## src/rtl/alle_pkg.sv

```systemverilog
// Package for the array linked list engine.
// Holds the capacity, the link and index widths, and the request and status codes.
// Depends on nothing; the top level and the testbench import it.
package alle_pkg;

  localparam int CAPACITY = 16;
  localparam int LINK_W   = $clog2(CAPACITY + 1);
  localparam int IDX_W    = (CAPACITY > 1) ? $clog2(CAPACITY) : 1;
  localparam int VALUE_W  = 32;
  localparam int COUNT_W  = 5;

  // The null link is the first code past the last slot.
  localparam logic [LINK_W-1:0] LINK_NULL = LINK_W'(CAPACITY);

  typedef enum logic [1:0] {
    REQ_PUSH_FRONT = 2'd0,
    REQ_PUSH_BACK  = 2'd1,
    REQ_POP_FRONT  = 2'd2,
    REQ_CONTAINS   = 2'd3
  } req_t;

  typedef enum logic [1:0] {
    STAT_DONE  = 2'd0,
    STAT_FULL  = 2'd1,
    STAT_EMPTY = 2'd2
  } status_t;

endpackage

```

## src/rtl/alle_ram.sv

```systemverilog
// Generic single-port RAM with a registered read.
// Used for the slot value store; depends on nothing.
module alle_ram #(
  parameter int WIDTH = 32,
  parameter int DEPTH = 16,
  localparam int AW = (DEPTH > 1) ? $clog2(DEPTH) : 1
) (
  input  logic             clk,
  input  logic             we,
  input  logic [AW-1:0]    addr,
  input  logic [WIDTH-1:0] wdata,
  output logic [WIDTH-1:0] rdata
);

  logic [WIDTH-1:0] mem [DEPTH];

  // Write when enabled; the output register always takes the word held before the edge.
  always_ff @(posedge clk) begin
    if (we) begin
      mem[addr] <= wdata;
    end
    rdata <= mem[addr];
  end

endmodule

```

## src/rtl/array_linked_list_engine.sv

```systemverilog
// Array linked list engine: singly linked list of signed 32-bit values with a free list.
// A push when full or a pop when empty goes straight to the response state; push front,
// pop and push back onto an empty list first pass through the take or pop state; push back
// onto a non-empty list then walks the links to the tail, and contains walks the list.
// Takes one transaction at a time: a request is accepted only in the idle state.
// Reset (synchronous): empty list, all slots chained on the free list, no result pending.
module array_linked_list_engine
  import alle_pkg::*;
(
  input  logic        clk,
  input  logic        rst,
  input  logic        s_axis_tvalid,
  output logic        s_axis_tready,
  input  logic [31:0] s_axis_tdata,  // [31:0] value
  input  logic [1:0]  s_axis_tuser,  // [1:0] req_type
  output logic        m_axis_tvalid,
  input  logic        m_axis_tready,
  output logic [15:0] m_axis_tdata   // [1:0] status, [2] found, [7:3] count,
                                     // [8] is_empty, [15:9] zero
);

  typedef enum logic [2:0] {
    S_IDLE,
    S_TAKE,
    S_TAIL,
    S_POP,
    S_SEARCH,
    S_RESP
  } state_t;

  state_t               state;
  req_t                 req;
  logic [VALUE_W-1:0]   value;
  logic [LINK_W-1:0]    link [CAPACITY];
  logic [LINK_W-1:0]    head;
  logic [LINK_W-1:0]    free;
  logic [LINK_W-1:0]    cnt;
  logic [LINK_W-1:0]    cur;
  logic [LINK_W-1:0]    slot;
  logic [LINK_W-1:0]    steps;
  logic                 pend;
  status_t              res_status;
  logic                 res_found;
  status_t              out_status;
  logic                 out_found;
  logic [COUNT_W-1:0]   out_count;
  logic                 out_empty;

  logic [IDX_W-1:0]     link_addr;
  logic [LINK_W-1:0]    rd_link;
  logic                 ram_we;
  logic [IDX_W-1:0]     ram_addr;
  logic [VALUE_W-1:0]   ram_rdata;
  logic                 s_acc;
  logic                 out_free;
  logic                 can_issue;
  logic                 match;

  assign s_axis_tready = (state == S_IDLE);
  assign s_acc         = s_axis_tvalid && s_axis_tready;
  assign out_free      = !m_axis_tvalid || m_axis_tready;

  // One link read port, addressed by the current step of the sequencer.
  always_comb begin
    case (state)
      S_TAKE:  link_addr = free[IDX_W-1:0];
      S_POP:   link_addr = head[IDX_W-1:0];
      default: link_addr = cur[IDX_W-1:0];
    endcase
  end
  assign rd_link = link[link_addr];

  // The value store is written when a slot is taken and read during a search.
  assign ram_we   = (state == S_TAKE);
  assign ram_addr = (state == S_TAKE) ? free[IDX_W-1:0] : cur[IDX_W-1:0];

  alle_ram #(
    .WIDTH (VALUE_W),
    .DEPTH (CAPACITY)
  ) u_value_ram (
    .clk   (clk),
    .we    (ram_we),
    .addr  (ram_addr),
    .wdata (value),
    .rdata (ram_rdata)
  );

  // Search step: compare the word fetched last cycle, or fetch the next one.
  assign can_issue = (steps < LINK_NULL) && (cur < LINK_NULL);
  assign match     = pend && (ram_rdata == value);

  // Sequencer, list registers and the result register.
  always_ff @(posedge clk) begin
    if (rst) begin
      state         <= S_IDLE;
      head          <= LINK_NULL;
      free          <= '0;
      cnt           <= '0;
      m_axis_tvalid <= 1'b0;
      pend          <= 1'b0;
      for (int i = 0; i < CAPACITY; i++) begin
        link[i] <= LINK_W'(i + 1);
      end
    end else begin
      // A new result loaded in the response state takes the place of the one leaving.
      if (m_axis_tvalid && m_axis_tready && (state != S_RESP)) begin
        m_axis_tvalid <= 1'b0;
      end
      case (state)
        S_IDLE: begin
          if (s_acc) begin
            req        <= req_t'(s_axis_tuser);
            value      <= s_axis_tdata;
            res_found  <= 1'b0;
            cur        <= head;
            steps      <= '0;
            pend       <= 1'b0;
            case (req_t'(s_axis_tuser))
              REQ_PUSH_FRONT, REQ_PUSH_BACK: begin
                if (free < LINK_NULL) begin
                  res_status <= STAT_DONE;
                  state      <= S_TAKE;
                end else begin
                  res_status <= STAT_FULL;
                  state      <= S_RESP;
                end
              end
              REQ_POP_FRONT: begin
                if (head < LINK_NULL) begin
                  res_status <= STAT_DONE;
                  state      <= S_POP;
                end else begin
                  res_status <= STAT_EMPTY;
                  state      <= S_RESP;
                end
              end
              default: begin
                res_status <= STAT_DONE;
                state      <= S_SEARCH;
              end
            endcase
          end
        end
        S_TAKE: begin
          // The value is written through the RAM port in this cycle.
          slot <= free;
          free <= rd_link;
          cnt  <= cnt + 1'b1;
          if (req == REQ_PUSH_FRONT) begin
            link[free[IDX_W-1:0]] <= head;
            head                  <= free;
            state                 <= S_RESP;
          end else begin
            link[free[IDX_W-1:0]] <= LINK_NULL;
            if (head < LINK_NULL) begin
              state <= S_TAIL;
            end else begin
              head  <= free;
              state <= S_RESP;
            end
          end
        end
        S_TAIL: begin
          // Walk to the tail, then hook the new slot behind it.
          if ((steps < LINK_NULL) && (rd_link < LINK_NULL)) begin
            cur   <= rd_link;
            steps <= steps + 1'b1;
          end else begin
            link[cur[IDX_W-1:0]] <= slot;
            state                <= S_RESP;
          end
        end
        S_POP: begin
          head                  <= rd_link;
          link[head[IDX_W-1:0]] <= free;
          free                  <= head;
          if (cnt != '0) begin
            cnt <= cnt - 1'b1;
          end
          state <= S_RESP;
        end
        S_SEARCH: begin
          if (match) begin
            res_found <= 1'b1;
            state     <= S_RESP;
          end else if (can_issue) begin
            cur   <= rd_link;
            steps <= steps + 1'b1;
            pend  <= 1'b1;
          end else begin
            state <= S_RESP;
          end
        end
        S_RESP: begin
          // Load the result once the output register is free.
          if (out_free) begin
            m_axis_tvalid <= 1'b1;
            out_status    <= res_status;
            out_found     <= res_found;
            out_count     <= COUNT_W'(cnt);
            out_empty     <= (cnt == '0);
            state         <= S_IDLE;
          end
        end
        default: begin
          state <= S_IDLE;
        end
      endcase
    end
  end

  assign m_axis_tdata = {7'd0, out_empty, out_count, out_found, out_status};

endmodule

```

## config.mk

```make
export PLATFORM = sky130hd
export DESIGN_NAME = array_linked_list_engine
export DESIGN_NICKNAME = d
export VERILOG_FILES = /design/src/rtl/alle_pkg.sv /design/src/rtl/alle_ram.sv /design/src/rtl/array_linked_list_engine.sv
export SDC_FILE = /design/constraint.sdc
export NUM_CORES = 1
export LEC_CHECK = 0
export BUFFER_PORTS_ARGS = -buffer_cell sky130_fd_sc_hd__clkbuf_2
export CAP_MARGIN = 20
export CORE_ASPECT_RATIO = 1.2
export CORE_MARGIN = 2
export CORE_UTILIZATION = 35
export DETAILED_ROUTE_END_ITERATION = 8
export GPL_ROUTABILITY_DRIVEN = 0
export GPL_TIMING_DRIVEN = 0
export PLACE_DENSITY_LB_ADDON = 0.08
export REMOVE_ABC_BUFFERS = 1
export SLEW_MARGIN = 10
export SYNTH_ARGS = -nofsm -noshare
export SYNTH_HDL_FRONTEND = slang
export SYNTH_SLANG_ARGS = --single-unit
```

## constraint.sdc

```tcl
create_clock -name clk -period 5.3 [get_ports clk]
set_input_delay 1.06 -clock clk [delete_from_list [all_inputs] [get_ports clk]]
set_output_delay 1.06 -clock clk [all_outputs]
set_load 0.02 [all_outputs]
```

==> flow_summary.ini <==
[status]
status = finished, final reports clean

[yosys]
post_synth.cell_area_avg_um2 = 17.7
postSynth.topFlopCell = edfxtp_1
synthDominantAreaCellType = edfxtp_1
post_synth_num_cell_types = 66
yosys_warnings = 0
synth.ff_latch_count = 705
async_flop_share_pct = 0
netlist_instances = 1583
yosys-top-cells-count = 653 x edfxtp_1, 144 x mux4_2, 137 x nand2_1
synth_largest_type_area_fraction_pct = 69.8
synth.area.top_cells = edfxtp_1 70%, mux4_2 12%, dfxtp_1 3.7%, nand2_1 1.8%, nor2_1 1.3%
synth_enable_flop_cells = 653
ys_seq_area_share_pct = 73.5
synth.cell_area_um2 = 28100
yosys.cell_count.top_type = edfxtp_1

[timing]
period_share_pct = 92.7
timing_hold_violations_final = 0
slew_of_the_pin_with_the_lowest_slew_margin_ps = 1000
max-slew-margin-rel_pct = 32.7
holdWs_ps = 421
rsz_0062_raised_after_global_routing = false
maxClockFrequency_mhz = 204
final-setup-viol-count = 0
final.setup.tns_ps = 0
period_minus_slack_ps = 4910
slew_violations = 0
final.setup_skew_ps = 19.0

[critical_path]
endpoint_kind = register
crit-reg2reg-launch = state[0]$_SDFFE_PP0P_
critical_path.max_fanout = 21
critPathRequiredTime_ps = 5610
worst-r2r-setup-slack_ps = 390
setup.worst_path.class = reg2reg
critical_path.reg2reg.endpoint = link[9][3]$_SDFFCE_PN1P_
setup.worst_path.start_class = register
rr_worst_depth = 10
critPathArrivalTime_ps = 5220

[clock_network]
clock-sinks = 705
clkTransAtPathRegs_ps = 60
clock_latency_ps = 630
cts-buffers-inserted = 78
htree_levels = 3
ctsLongestPathBuffers = 3
cts-root-buf = clkbuf_16
cts_tree = done

[placed_design]
place.port_buffers = 48
hpwlAfterDp_um = 44300
placed_cell_area_um2 = 30900
place.detailed.instances = 2649

[cells_and_area]
proportion_of_layout_cells_with_a_drive_suffix_above_1_pct = 24.9
layout.cells.non_filler = 2795
layout-area-overhead-vs-synth_pct = 19.0
final_design_area_no_fill_um2 = 33400
utilization_pct = 42.1
fillCellCount = 7033
nets = 1738
antenna_cells_inserted = 0

[drt]
num_vias = 14695
wire_length_on_met3_um = 2660
route.layer.met1.wl_um = 31200
met2RoutedLength_um = 35000
detailedRoute.firstIterationViolations = 1105
ant_nets = 0
topRoutingLayerUsed = met4
route.detailed.drc = 0
number_of_detailed_route_iterations_in_the_first_pass = 6
route.detailed.wl_per_inst_um = 25.2
avgViaCountPerCell = 5.26
routed_wirelength_um = 70400

[global_route]
grt_pass1_wl_um = 105000
gr-total-overflow = 0
grt_antenna_before_repair = 1
grt_max_degree = 51
number_of_global_route_vias_before_repair = 15521
gr-usage-all-layers_pct = 17.4

[worst_hold_path]
critical_hold_path_startpoint = res_status[0]$_DFFE_PP_
hold_end = out_status[0]$_DFFE_PP_
hold-path-cell-count = 0
hold_path.class = reg2reg

[power]
vdd.ir_drop.worst_uv = 244
power_leakage_nw = 10.8
power_density_nw_per_um2 = 560

[die]
row_count = 113
floorplan.io_pins = 56
coreArea_um2 = 79300
die_span_y_um = 314
die_w_um = 263
initial_utilization_pct = 35.4
die_area_um2 = 82600

[flow_run]
max_cap_violations = 0
state kept, by name, indices dropped and copies added, names as in the netlist, 32 cells and up:
name / count
value: 32
u_value_ram.mem: 512
u_value_ram.rdata: 32
link: 80
worst max-delay path, cell delays in order (launching register included):
cell and delay, ps:
dfxtp_2 590, nor2b_4 420, buf_8 210, mux2_2 580, mux2i_1 220, a311oi_1 440, a221o_2 370, nand2_2 280
a211o_1 590, or4_4 650, nand2b_1 220
what timing repair did:
item	in CTS	in global routing
resized for setup	5	3
pin swaps	0	1
setup endpoints to repair	100	75
cloned	0	0
setup buffers	0	0
hold buffers	0	0
cells in the final DEF, fill, tap and decap left out, drive strengths merged, types with 3 or more instances in the layout:
master and count:
a211oi 49, a21o 6, a21oi 22, a311oi 5, a31o 5, a31oi 38, a32oi 3, and2 42
and3 3, buf 77, bufinv 4, clkbuf 161, clkinv 21, conb 7, dfxtp 52, edfxtp 653
ha 4, inv 12, mux2 5, mux2i 13, mux4 144, nand2 138, nand2b 33, nand3 15
nand3b 7, nand4 6, nor2 100, nor2b 7, nor3 16, nor4 17, o21ai 11, o22a 3
or2 4, or3 7, or4 3, xnor2 6, xor2 34
routing by layer:
metal / vias to the layer above / GRT usage (%)
met5: - / 0
met4: 0 / 5.30
met3: 114 / 2.50
met2: 280 / 29.6
met1: 7784 / 23.1
li1: 6517 / -
power breakdown:
group / switching (mW) / internal (mW)
clock: 2.26 / 3.13
combinational: 3.30 / 2.83
sequential: 0.451 / 6.74
total: 6.01 / 12.7
cell type report:
cell class | instances | area (um^2) | area share, %
Tap cell | 1035 | 1290 | 3.87
Multi-Input combinational cell | 779 | 7190 | 21.5
Clock inverter | 32 | 319 | 0.954
Clock buffer | 113 | 2210 | 6.62
Inverter | 6 | 22.5 | 0.0674
Sequential cell | 705 | 20700 | 61.8
Timing Repair Buffer | 125 | 1740 | 5.19
worst max path at each step:
| stage | from | end | slack, ps | depth (start not counted) |
|---|---|---|---|---|
| floorplan | state[0]$_SDFFE_PP0P_ | u_value_ram.rdata[0]$_DFF_P_ | -8800 | 8 |
| global placement | state[0]$_SDFFE_PP0P_ | u_value_ram.rdata[29]$_DFF_P_ | -17140 | 8 |
| global route | state[0]$_SDFFE_PP0P_ | link[11][3]$_SDFFCE_PN1P_ | 70 | 10 |
| detailed placement | state[0]$_SDFFE_PP0P_ | link[11][3]$_SDFFCE_PN1P_ | -250 | 10 |
| CTS | state[0]$_SDFFE_PP0P_ | u_value_ram.rdata[22]$_DFF_P_ | 30 | 13 |
| finish | state[0]$_SDFFE_PP0P_ | link[9][3]$_SDFFCE_PN1P_ | 390 | 10 |
stage by stage:
stage | power, mW | setup slack, ps
finish | 18.7 | 386
global route | 19.6 | 68.6
CTS | 19.0 | 31.6
detailed placement | 13.5 | -249
global placement | 11.6 | -17140
floorplan | 10.7 | -8800
cell families (layout without fill, tap and decap cells):
logic type	Yosys count	after routing	synth area share, %
xor+xnor	40	40	1.25
compound gates	163	163	4.20
fa+ha+maj	5	5	0.249
flops	705	705	73.5
buf+inv	105	276	1.73
simple gates	402	402	6.83
mux	162	162	12.2
other cells	1	7	0.0133
No activity file was read; power rests on OpenSTA's default activity.
